**config.mk**
```make
export PLATFORM = sky130hd
export DESIGN_NAME = scmi_blend
export DESIGN_NICKNAME = d
export VERILOG_FILES = /design/src/scmi_pkg.sv /design/src/scmi_blend.sv
export SDC_FILE = /design/constraint.sdc
export NUM_CORES = 2
export LEC_CHECK = 0
export BUFFER_PORTS_ARGS = -buffer_cell sky130_fd_sc_hd__buf_4
export CAP_MARGIN = 20
export CORE_MARGIN = 4
export CORE_UTILIZATION = 35
export CTS_CLUSTER_DIAMETER = 150
export CTS_CLUSTER_SIZE = 20
export DETAILED_ROUTE_END_ITERATION = 7
export MAX_ROUTING_LAYER = met4
export REMOVE_ABC_BUFFERS = 1
export SYNTH_ARGS = -nofsm -noshare
export SYNTH_HDL_FRONTEND = slang
export SYNTH_SLANG_ARGS = --single-unit
export TNS_END_PERCENT = 5
```
**constraint.sdc**
```tcl
create_clock -name clk -period 15.1 [get_ports clk]
set_clock_uncertainty 0.15 [all_clocks]
set_input_delay 1.51 -clock clk [delete_from_list [all_inputs] [get_ports clk]]
set_output_delay 1.51 -clock clk [all_outputs]
set_load 0.03 [all_outputs]
```
**src/scmi_pkg.sv**
```systemverilog
`timescale 1ns / 1ps
package scmi_pkg;
  localparam int VAL_W = 17;
  localparam int COL_W = 24;
  localparam int CNT_W = 5;
  localparam int FRAC_W = 16;
  localparam int QUO_W = 19;

  typedef enum logic [1:0] {
    OP_LOOKUP = 2'd0,
    OP_WR_POS = 2'd1,
    OP_WR_NEG = 2'd2,
    OP_NONE   = 2'd3
  } op_t;

  typedef enum logic [1:0] {
    CFG_ZERO_COLOR = 2'd0,
    CFG_POS_COUNT  = 2'd1,
    CFG_NEG_COUNT  = 2'd2,
    CFG_UNUSED     = 2'd3
  } cfg_idx_t;

  // Per-item control that rides down the divider and blend stages.
  typedef struct packed {
    logic                 fixed;   // colour is final, no blending
    logic [COL_W-1:0]     c0;
    logic [COL_W-1:0]     c1;
  } blend_ctl_t;
endpackage

```
**src/scmi_blend.sv**
```systemverilog
`timescale 1ns / 1ps
// Two-stage channel blend: products registered, then sum, round and clamp.
module scmi_blend (
  input  logic                          clk,
  input  logic                          rst_n,
  input  logic                          en,
  input  logic                          in_vld,
  input  logic [scmi_pkg::FRAC_W-1:0]   in_frac,
  input  scmi_pkg::blend_ctl_t          in_ctl,
  output logic                          out_vld,
  output logic [scmi_pkg::COL_W-1:0]    out_color
);
  import scmi_pkg::*;

  logic [1:0]  vld_r;
  logic [23:0] p0_r [3];
  logic [23:0] p1_r [3];
  logic        fixed_r;
  logic [COL_W-1:0] fcol_r;
  logic [COL_W-1:0] col_r;

  always_ff @(posedge clk) begin
    if (!rst_n) begin
      vld_r <= '0;
    end else if (en) begin
      vld_r <= {vld_r[0], in_vld};
    end
  end

  always_ff @(posedge clk) begin
    if (en) begin
      fixed_r <= in_ctl.fixed;
      fcol_r  <= in_ctl.c0;
      for (int k = 0; k < 3; k++) begin
        p0_r[k] <= 24'(in_ctl.c0[8*k +: 8]) * 24'(17'h10000 - {1'b0, in_frac});
        p1_r[k] <= 24'(in_ctl.c1[8*k +: 8]) * 24'(in_frac);
      end
      if (fixed_r) begin
        col_r <= fcol_r;
      end else begin
        for (int k = 0; k < 3; k++) begin
          logic [25:0] sm;
          sm = {2'b0, p0_r[k]} + {2'b0, p1_r[k]} + 26'h8000;
          col_r[8*k +: 8] <= (sm[25:16] > 10'd255) ? 8'hFF : sm[23:16];
        end
      end
    end
  end

  assign out_vld   = vld_r[1];
  assign out_color = col_r;
endmodule

```
## After elaboration in Yosys (flattened, before gate mapping)

Memory sizes are Yosys's and may differ from the RTL's.
Index checks and enable logic that the tools add are counted.

| word-level totals | value |
|---|---|
| register bits | 51 |
| RAM bits | 144 |
| bits of input ports | 69 |
| word-level logic and storage cells | 28 |
| memories | 2 |

Memory list:

| memory | depth | bits a word | rd ports | clocked after Yosys merged registers in | write ports | RTL line | source |
|---|---|---|---|---|---|---|---|
| p0_r | 3 | 24 | 3 | 0 | 3 | scmi_blend.sv:16 | `logic [23:0] p0_r [3];` |
| p1_r | 3 | 24 | 3 | 0 | 3 | scmi_blend.sv:17 | `logic [23:0] p1_r [3];` |

| operators by class | value |
|---|---|
| $add $sub $neg | 7 |
| $mul | 6 |
| $lt $le $gt $ge | 3 |
| mux-type cells | 6 |

Operators by type and width:

| cell | count |
|---|---|
| $add 25x16->26 const B | 3 |
| $add 24x24->25 | 3 |
| $mul 8x16->24 | 3 |
| $mul 8x24->24 | 2 |
| $gt 10x8->1 const B | 3 |
| $mul 9x18->24 | 1 |
| $mux 24 | 1 |
| $mux 8 | 3 |
| $sub 17x16->18 const A | 1 |
| $mux 1 | 2 |

## Depth between registers and ports, before layout

| logic depth | value |
|---|---|
| word-level depth | 5 |
| gate-level depth with buffers | 28 |
| depth with buffers taken out | 24 |

## Worst setup path after synthesis

OpenSTA, ideal clock, no wires.

| timing | value |
|---|---|
| path type | input to register |
| start point | input port in_frac[0] (netlist name) |
| end point | memory p0_r[0][23], data pin |
| setup time | 0.260 ns |
| arrival time | 7.263 ns |
| data required time | 14.690 ns |
| setup slack | 7.428 ns |
| cell stages on the path | 26 |
| buffers on the path | 4 |
| cells stage by stage | clkbuf_1 clkbuf_1 inv_1 ha_1 nand2_1 or3_1 clkbuf_1 nor3_1 xnor2_1 clkbuf_1 nand2_1 fa_1 inv_1 fa_1 fa_1 fa_1 ha_1 a21o_1 a21oi_1 inv_1 o311a_4 o41ai_4 o211ai_2 a31o_1 a21oi_2 xnor2_1 |

RTL lines:

| what | RTL line | source |
|---|---|---|
| from (decl) | scmi_blend.sv:8 | `input logic [scmi_pkg::FRAC_W-1:0] in_frac,` |
| to (decl) | scmi_blend.sv:16 |  |

==> run metrics <==
hold_ws=0.386 ns; Final TNS setup=0 ns; largest net degree at the start of global routing=67; Final period util=54.4%; PD cells=165 nW/µm²; worst-path fanout max=50; TritonCTS clock tree=yes; leak pwr=17.0 nW; post-route cell area=35800 µm²; RePlAce Congestion=0.809; Worst Path Arrival=8.32 ns; Setup Fix Bufs, Post-CTS=0; DRT antenna net count=0; Die H=316 µm; global route total overflow=0; std cell rows=112; gr usage total=16.3%; Synth Instances=3368; IO Pins=94; drt pass-1 iters=5; Port Buffers=93; Main synth FF type=edfxtp_1; Yosys warnings=0; DP HPWL=57500 µm; CTS sink cnt=195; commonest non-fill, non-tap cell in the layout=inv_1; clock slew at reported path FFs=0.09 ns; Hold-fix buffers, CTS=0; Max-cap violations=0; vias=22500; most frequent cells in the layout=586 x inv_1, 520 x fa_1, 468 x and2_1; drt via density=4.86; initial antenna violation count=2; wl on met1=36600 µm; P&R area growth vs syn=8.10%; routed len/inst=16.2 µm; flops & latches, synth=195; Setup crit end kind=register; wire length on met3=3010 µm; critical path startpoint category=primary input; die area=99600 µm²; Syn Std Cell Area=33100 µm²; Post-Route WL=75100 µm; setup slack after layout=6.89 ns; share of layout cells above drive strength 1=5.48%; status=complete, no violations; htree depth=4; drt drc=0; min cycle time layout=8.21 ns; asr flop ratio synth=0%; post-CTS sizing=0; Fin. Hold Viols=0; Max Used Layer=met4; RSZ-0062 raised after global routing=false; clk buf depth=2; Met2 Wirelength=34600 µm; vias in the first global route=23600; post-synthesis sequential area ratio=17.6%; Setup WS pre-CTS=6.36 ns; CORE AREA=93600 µm²; Max Clock Freq=122 MHz; TritonCTS Buffers=17; critical path data required time=15.20 ns; Least-Margin Pin Slew=0.927 ns; post-synthesis average cell area=9.83 µm²; initial DRC count=1131; Post-Layout Cell Count=4631; relative slew slack=36.6%; number of synthesized flops with an enable pin=193; VDD IR-drop max=0.000115 V; Distinct cells, synth=77; initial core utilization=35.4%; nets@finish=4359; Placed Area=35200 µm²; Crit Path Class=in -> reg; Min-Delay Path Class=reg -> reg; global-route wire length before repair=125000 µm; Die W=316 µm; Final setup viols=0; Placed Instances=4597; CTS Root Cell=clkbuf_16; Clk Latency, worst-skew pair=0.50 ns; Max Slew Vio Count=0
==> worst max-delay path, stage by stage <==
cell and delay [ns]:
buf_4 0.27, nor3_1 0.57, nand2_1 0.20, or2_2 0.37
nor4_1 0.35, xnor2_2 0.27, buf_4 0.34, and2_1 0.19
fa_1 0.42, fa_1 0.50, fa_1 0.49, inv_1 0.05
fa_1 0.47, inv_1 0.04, ha_1 0.33, a21o_1 0.19
a21oi_1 0.18, a2bb2oi_1 0.32, o311ai_1 0.21, a31o_2 0.29
a21oi_1 0.15, nor2b_1 0.08, o41a_1 0.32, xor2_1 0.15
==> flip-flops by register name (all words and copies together) (netlist names) <==
name       cells
fcol_r        24
fixed_r        1
out_color     24
p0_r          72
p1_r          72
vld_r          2
==> stage by stage <==
step                util (%)  power (mW)
floorplan                  -        4.47
global placement        37.6        5.41
detailed placement      37.6        5.45
CTS                     38.2        5.98
global route            38.2        6.62
finish                  38.2        5.90
==> cells by family (layout without fill, tap and decap cells) <==
kind of cell               Yosys count  in the layout  synth area share, %
AOI/OAI and AO/OA                  315            315                 6.83
and+or+nand+nor                   1058           1058                 16.5
buffers and inverters              721            728                 8.18
muxes                                3              3               0.0945
xor gates and xnor gates           148            148                 3.92
other                                0              2                    0
DFF                                195            195                 17.6
adders and majority gates          928            928                 46.9
==> area by class of cell <==
type | instances | area, µm²
flip-flops and latches | 195 | 5840
fillers | 9515 | 57800
well taps | 1254 | 1570
inverters | 586 | 2200
multi-input cells | 2452 | 24700
clock buffers | 17 | 425
clock inverters | 15 | 186
diodes | 2 | 5.00
repair buffers | 110 | 832
==> path summary, 6_finish.rpt <==
path / from / depth (start not counted) / end / slack [ns]
worst max register to register: p1_r[0][37]$_DFFE_PP_ / 11 / out_color[10]$_DFFE_PP_ / 11.42
worst min register to register: vld_r[0]$_SDFFE_PN0P_ / 2 / vld_r[1]$_SDFFE_PN0P_ / 0.39
worst max-delay path: in_frac[0] / 24 / p0_r[0][46]$_DFFE_PP_ / 6.89
worst min-delay path: vld_r[0]$_SDFFE_PN0P_ / 2 / vld_r[1]$_SDFFE_PN0P_ / 0.39
==> cell usage after synthesis (all sizes together), types with 3 or more instances <==
library cell | n | share of area (%)
inv | 586 | 6.6
edfxtp | 193 | 18
o31ai | 5 | 0.11
o211ai | 5 | 0.14
a31oi | 8 | 0.17
a211oi | 10 | 0.24
a221oi | 5 | 0.15
o22a | 8 | 0.21
nor3 | 33 | 0.50
a21o | 52 | 1.2
a221o | 3 | 0.091
or2 | 6 | 0.11
a21boi | 3 | 0.068
a2bb2oi | 14 | 0.37
clkbuf | 127 | 1.4
xnor2 | 118 | 3.1
o21bai | 4 | 0.091
and4 | 3 | 0.079
a41o | 3 | 0.091
nand2 | 369 | 4.2
buf | 8 | 0.091
or4 | 3 | 0.068
a21oi | 83 | 1.3
a31o | 8 | 0.21
and2 | 468 | 8.8
and3 | 10 | 0.19
nand2b | 13 | 0.25
fa | 520 | 31
nand3 | 23 | 0.35
nor2b | 22 | 0.45
nand4 | 8 | 0.15
ha | 408 | 15
o31a | 3 | 0.079
or3 | 10 | 0.19
nor2 | 80 | 0.91
xor2 | 30 | 0.79
o21ai | 43 | 0.65
a211o | 6 | 0.16
nor4 | 7 | 0.15
o21a | 21 | 0.48
o41ai | 7 | 0.26
a2111oi | 5 | 0.23
==> power by group <==
| part | internal, mW | leakage [nW] | switching, mW |
|---|---|---|---|
| combinational | 1.94 | 14.8 | 2.38 |
| clock | 0.225 | 0.294 | 0.254 |
| sequential | 1.01 | 1.89 | 0.0793 |
| total | 3.18 | 17.0 | 2.72 |
==> per-layer routing <==
layer | vias up | GRT usage, %
li1 | 10600 | -
met1 | 11500 | 23.0
met2 | 378 | 25.4
met3 | 49 | 2.14
met4 | 0 | 2.90
met5 | - | -
Note: power is estimated with default switching activity, not from simulation.
