<file path="config.mk">
export PLATFORM = sky130hd
export DESIGN_NAME = scmi_divider
export DESIGN_NICKNAME = d
export VERILOG_FILES = /design/src/scmi_pkg.sv /design/src/scmi_divider.sv
export SDC_FILE = /design/constraint.sdc
export NUM_CORES = 2
export LEC_CHECK = 0
export ABC_AREA = 1
export BUFFER_PORTS_ARGS = -buffer_cell sky130_fd_sc_hd__buf_2
export CORE_UTILIZATION = 30
export CTS_CLUSTER_DIAMETER = 80
export DETAILED_ROUTE_END_ITERATION = 10
export GPL_TIMING_DRIVEN = 0
export SYNTH_ARGS = -nofsm -noshare
export SYNTH_HDL_FRONTEND = slang
export SYNTH_MEMORY_MAX_BITS = 65536
export SYNTH_SLANG_ARGS = --single-unit
</file>
<file path="constraint.sdc">
create_clock -name clk -period 4.2 [get_ports clk]
set_input_delay 0.84 -clock clk [delete_from_list [all_inputs] [get_ports clk]]
set_output_delay 0.84 -clock clk [all_outputs]
set_load 0.02 [all_outputs]
</file>
<file path="src/scmi_pkg.sv">
`timescale 1ns / 1ps
package scmi_pkg;
  localparam int VAL_W = 17;
  localparam int COL_W = 24;
  localparam int CNT_W = 5;
  localparam int FRAC_W = 16;
  localparam int QUO_W = 19;

  typedef enum logic [1:0] {
    OP_LOOKUP = 2'd0,
    OP_WR_POS = 2'd1,
    OP_WR_NEG = 2'd2,
    OP_NONE   = 2'd3
  } op_t;

  typedef enum logic [1:0] {
    CFG_ZERO_COLOR = 2'd0,
    CFG_POS_COUNT  = 2'd1,
    CFG_NEG_COUNT  = 2'd2,
    CFG_UNUSED     = 2'd3
  } cfg_idx_t;

  // Per-item control that rides down the divider and blend stages.
  typedef struct packed {
    logic                 fixed;   // colour is final, no blending
    logic [COL_W-1:0]     c0;
    logic [COL_W-1:0]     c1;
  } blend_ctl_t;
endpackage

</file>
<file path="src/scmi_divider.sv">
`timescale 1ns / 1ps
// Pipelined restoring divider: quotient = floor(num * 2^16 / den), one
// quotient bit per stage. Each stage carries a side-band control word.
module scmi_divider (
  input  logic                        clk,
  input  logic                        rst_n,
  input  logic                        en,
  input  logic                        in_vld,
  input  logic [scmi_pkg::VAL_W:0]    in_num,
  input  logic [scmi_pkg::VAL_W:0]    in_den,
  input  scmi_pkg::blend_ctl_t        in_ctl,
  output logic                        out_vld,
  output logic [scmi_pkg::FRAC_W-1:0] out_frac,
  output scmi_pkg::blend_ctl_t        out_ctl
);
  import scmi_pkg::*;

  localparam int STG = VAL_W + 1 + FRAC_W;  // dividend bits
  localparam int RW  = VAL_W + 2;

  logic [STG-1:0] vld_r;
  logic [RW-1:0]  rem_r  [STG];
  logic [STG-1:0] dvd_r  [STG];
  logic [VAL_W:0] den_r  [STG];
  logic [QUO_W-1:0] q_r  [STG];
  blend_ctl_t     ctl_r  [STG];

  always_ff @(posedge clk) begin
    if (!rst_n) begin
      vld_r <= '0;
    end else if (en) begin
      vld_r <= {vld_r[STG-2:0], in_vld};
    end
  end

  always_ff @(posedge clk) begin
    if (en) begin
      for (int s = 0; s < STG; s++) begin
        logic [RW-1:0]    rin;
        logic [STG-1:0]   din;
        logic [VAL_W:0]   dn;
        logic [QUO_W-1:0] qin;
        logic [RW-1:0]    sh;
        logic [RW-1:0]    df;
        if (s == 0) begin
          rin = '0;
          din = {in_num, {FRAC_W{1'b0}}};
          dn  = in_den;
          qin = '0;
          ctl_r[s] <= in_ctl;
        end else begin
          rin = rem_r[s-1];
          din = dvd_r[s-1];
          dn  = den_r[s-1];
          qin = q_r[s-1];
          ctl_r[s] <= ctl_r[s-1];
        end
        sh = {rin[RW-2:0], din[STG-1]};
        df = sh - {1'b0, dn};
        if (!df[RW-1]) begin
          rem_r[s] <= df;
          q_r[s]   <= {qin[QUO_W-2:0], 1'b1};
        end else begin
          rem_r[s] <= sh;
          q_r[s]   <= {qin[QUO_W-2:0], 1'b0};
        end
        dvd_r[s] <= {din[STG-2:0], 1'b0};
        den_r[s] <= dn;
      end
    end
  end

  assign out_vld  = vld_r[STG-1];
  assign out_ctl  = ctl_r[STG-1];
  // With num < den it fits 16 bits; larger quotients saturate.
  assign out_frac = (q_r[STG-1] > QUO_W'(16'hFFFF)) ? 16'hFFFF
                                                    : q_r[STG-1][FRAC_W-1:0];
endmodule

</file>
# Yosys cells after proc, flatten, opt, wreduce, memory -nomap -nowiden

Memory sizes are Yosys's and may differ from the RTL's.
Index checks and enable logic that the tools add are counted.

Bits in registers: 34
RAM bits: 4692
Input port bits: 89
Memories: 5

$add $sub $neg: 34
$lt $le $gt $ge: 1
Muxes and demuxes: 410
Bitwise gates (word level): 68

Memory list:

| name  | words | bits a word | rd ports | clocked after Yosys merged registers in | wr ports | line               | RTL |
|---|---|---|---|---|---|---|---|
| ctl_r | 34    | 49          | 34       | 0                                       | 34       | scmi_divider.sv:26 | `blend_ctl_t ctl_r [STG];` |
| dvd_r | 34    | 33          | 33       | 0                                       | 34       | scmi_divider.sv:23 | `logic [STG-1:0] dvd_r [STG];` |
| q_r   | 34    | 19          | 34       | 0                                       | 34       | scmi_divider.sv:25 | `logic [QUO_W-1:0] q_r [STG];` |
| rem_r | 34    | 19          | 33       | 0                                       | 34       | scmi_divider.sv:22 | `logic [RW-1:0] rem_r [STG];` |
| den_r | 34    | 18          | 33       | 0                                       | 34       | scmi_divider.sv:24 | `logic [VAL_W:0] den_r [STG];` |

Operators by type and width:

| kind                                                            | number |
|---|---|
| two-way mux 18 bit                                              | 101 |
| two-way mux 19 bit                                              | 68 |
| two-way mux 34 bit                                              | 34 |
| subtractor 19 x 18 -> 19 bit                                    | 34 |
| two-way mux 1 bit                                               | 206 |
| bitwise OR 1 bit                                                | 68 |
| greater-than comparator 19 x 16 -> 1 bit, second input constant | 1 |
| two-way mux 16 bit                                              | 1 |

# Depth between registers and ports, before layout

An unclocked memory read counts as a cell.

Word-level depth: 7
Depth in mapped cells: 15
Depth with buffers taken out: 15

# Worst setup path after synthesis

No wires, ideal clock.

Kind: input to register
Start point: input en
End point: memory q_r[31][0], enable pin
Library setup time: 404 ps
Arrival: 2242 ps
Required time: 3796 ps
Setup slack: 1554 ps
Stages on the path: 3
Path buffers: 3
Cells stage by stage: buf_2 clkbuf_1 clkbuf_1

RTL lines:

| item               | line               | RTL |
|---|---|---|
| start: declaration | scmi_divider.sv:7  | `input logic en,` |
| end: declaration   | scmi_divider.sv:25 |  |

==> impl_metrics.json <==
{
  "firstDrtPassIters": 6,
  "async_reset_ff_frac": 0,
  "r2r_start": "dvd_r[7][32]",
  "ys_types": 35,
  "drc_errors": 0,
  "p_switching_mw": 38.4,
  "power.leakage_nw": 68.0,
  "worstPathRequired_ps": 5030,
  "grt-busiest-layer": "met2",
  "tightest_slew_ps": 1200,
  "path_cells": "buf_12, buf_16, buf_2, buf_4, buf_2, clkbuf_1, buf_16, nand4_1, nand2_1",
  "fin_util": 0.346,
  "synth_edf_count": 3196,
  "dieWidth_um": 692,
  "io_buffers": 154,
  "insertion_delay_ps": 950,
  "crit_fanout": 140,
  "setup_violations": 0,
  "maxCapViolations": 0,
  "antenna_found_initial": 10,
  "hold_viol": 0,
  "die-area_mm2": 0.479,
  "syn_area_per_cell_um2": 11.8,
  "combPwrFrac": 0.318,
  "p_seq_frac": 0.406,
  "rows": 253,
  "cts_root_buffer": "clkbuf_16",
  "cts_sinks": 3231,
  "initialDrtViolationCount": 5772,
  "power_mw": 110,
  "end_kind": "register",
  "area_delta_synth_final_pct": 14.8,
  "yosysMostFrequentCell": "nand2_1",
  "use_met1": 0.160,
  "layout-drive-gt1-share": 0.0876,
  "drv_slew": 0,
  "cts.clk_slew.worst_paths_ps": 60,
  "grt_max_degree": 182,
  "grt_pass1_vias": 81900,
  "routed_wl_mm": 292,
  "place_hpwl_mm": 209,
  "detail-route-antenna-nets": 0,
  "io_pins": 155,
  "clkPwrFrac": 0.276,
  "die_h_um": 692,
  "grt.met2_usage": 0.198,
  "globalplace.congestion": 0.842,
  "crit_slowest_cell": "clkbuf_1",
  "synth_area_mm2": 0.143,
  "status": "completed",
  "met3_usage": 0.0179,
  "yosys.area.top_type": "edfxtp_1",
  "syn_nets": 12800,
  "fin_skew_ps": 71.9,
  "hp-start": "in_num[11]",
  "p_int_mw": 71.2,
  "nNetsFinal": 13400,
  "synthCells": 12100,
  "synth_top_area_frac": 0.671,
  "clk_path_buf_depth": 4,
  "initial_core_util": 0.301,
  "startpoint_type": "primary input",
  "holdWs_ps": 132,
  "h-tree-depth": 5,
  "hold_path_class": "in -> reg",
  "crit_arrival_ps": 4780,
  "postCtsSetupBuffers": 0,
  "path_class": "in -> reg",
  "yosys_warnings": 0,
  "vdd_drop_max_v": 0.000341,
  "ys_seq_elements": 3231,
  "ys_dominant_reg_cell": "edfxtp_1",
  "fin_crit_ps": 3960,
  "p_per_area_mw_per_mm2": 668,
  "vias_per_cell": 4.39,
  "max_stage_delay_ps": 640,
  "cts_tree": "done",
  "fin_crit_sh": 0.942,
  "grt.overflow.total": 0,
  "grt_usage": 0.118,
  "crit_path_start": "en",
  "core_mm2": 0.475,
  "cts_made_buffers": 350,
  "max_freq_ghz": 0.253,
  "grt_pass1_wl_mm": 459,
  "swShare": 0.350,
  "dr_total_vias": 84600,
  "synthTopCellsByArea": "edfxtp_1 67%, nand2_1 8.7%, ha_1 5.1%",
  "synth_common_cells": "3323 x nand2_1, 3196 x edfxtp_1, 1475 x inv_1",
  "ys_seq_area_frac": 0.676,
  "routedWlPerCell_um": 15.2,
  "relSlewSlack": 0.200
}
[flip-flops by register name (all words and copies together), names as in the netlist]
signal  count
ctl_r    1666
den_r     594
rem_r     594
q_r       190
dvd_r     153
vld_r      34
[worst max-delay path: cells and delay by family]
family                 cells  cell delay (ps)
buffers and inverters      7             3020
AND/OR/NAND/NOR            2              190
[per-stage QoR]
stage,instance area [µm²],setup slack [ps],cells,TNS [ps]
2_1_floorplan,143000,1550,12100,0
3_3_place_gp,152000,-43000,18500,-
3_5_place_dp,152000,-1530,18600,-1090100
4_1_cts,164000,37.1,19200,0
5_1_grt,164000,-5.56,19200,-5.56
6_report,164000,244,19200,0
[area by class of cell]
| type | count | area (µm²) |
|---|---|---|
| multi-input combinational | 7205 | 39500 |
| tap | 6247 | 7820 |
| buffer | 213 | 1240 |
| clock inverter | 205 | 2190 |
| fill | 46600 | 311000 |
| inverter | 1481 | 5560 |
| timing repair buffer | 235 | 1970 |
| sequential | 3231 | 96700 |
| antenna | 1 | 2.50 |
| clock buffer | 427 | 9210 |
[routing by layer]
layer	up-vias	share of wire
met5	-	0
met2	1490	0.47
li1	43000	-
met1	39600	0.47
met3	449	0.040
met4	0	0.026
[layout by cell type (no fill, tap or decap), types with 46 or more instances in the layout]
| cell type | n |
|---|---|
| buf_2 | 264 |
| edfxtp_1 | 3196 |
| nand4_1 | 598 |
| clkbuf_1 | 114 |
| clkinv_2 | 64 |
| clkbuf_16 | 357 |
| o21ai_0 | 187 |
| nand3_4 | 64 |
| and2_1 | 46 |
| clkinv_1 | 54 |
| a21oi_1 | 464 |
| xor2_1 | 234 |
| inv_1 | 1475 |
| nand2_2 | 100 |
| ha_1 | 580 |
| nand2_1 | 3323 |
| nor2_1 | 761 |
| nand3_1 | 425 |
| dlygate4sd3_1 | 57 |
| xnor2_1 | 96 |
[cell families (layout without fill, tap and decap cells)]
| family | count (synthesis) | after routing | share of synthesized area |
|---|---|---|---|
| and+or+nand+nor | 5512 | 5512 | 0.173 |
| DFF | 3231 | 3231 | 0.676 |
| buffers and inverters | 1694 | 2561 | 0.0474 |
| AOI/OAI and AO/OA | 751 | 751 | 0.0280 |
| adders and majority gates | 612 | 612 | 0.0552 |
| xor gates and xnor gates | 330 | 330 | 0.0202 |
| other | 0 | 1 | 0 |
[power by group through the flow]
stage,combinational [mW],clock (mW),sequential [mW]
6_report,34.9,30.2,44.5
3_5_place_dp,34.7,0,45.2
4_1_cts,35.0,31.3,44.6
3_3_place_gp,34.6,0,47.1
2_1_floorplan,26.4,0,43.7
5_1_grt,39.9,32.5,44.9
[what timing repair did]
item	in CTS	in global routing
pin swaps	0	0
cloned	0	2
gates resized for setup	2	0
endpoints found under the hold margin	57	0
endpoints found under the setup margin	13	456
hold buffers	57	0
[final timing paths]
path,endpoint,slack [ps],cells past startpoint
setup / recovery,rem_r[0][33],240,9
hold / removal,dvd_r[0][27],130,1
setup reg to reg,rem_r[4][17],1490,12
hold reg to reg,ctl_r[17][45],380,0
No activity file was read; power rests on OpenSTA's default activity.
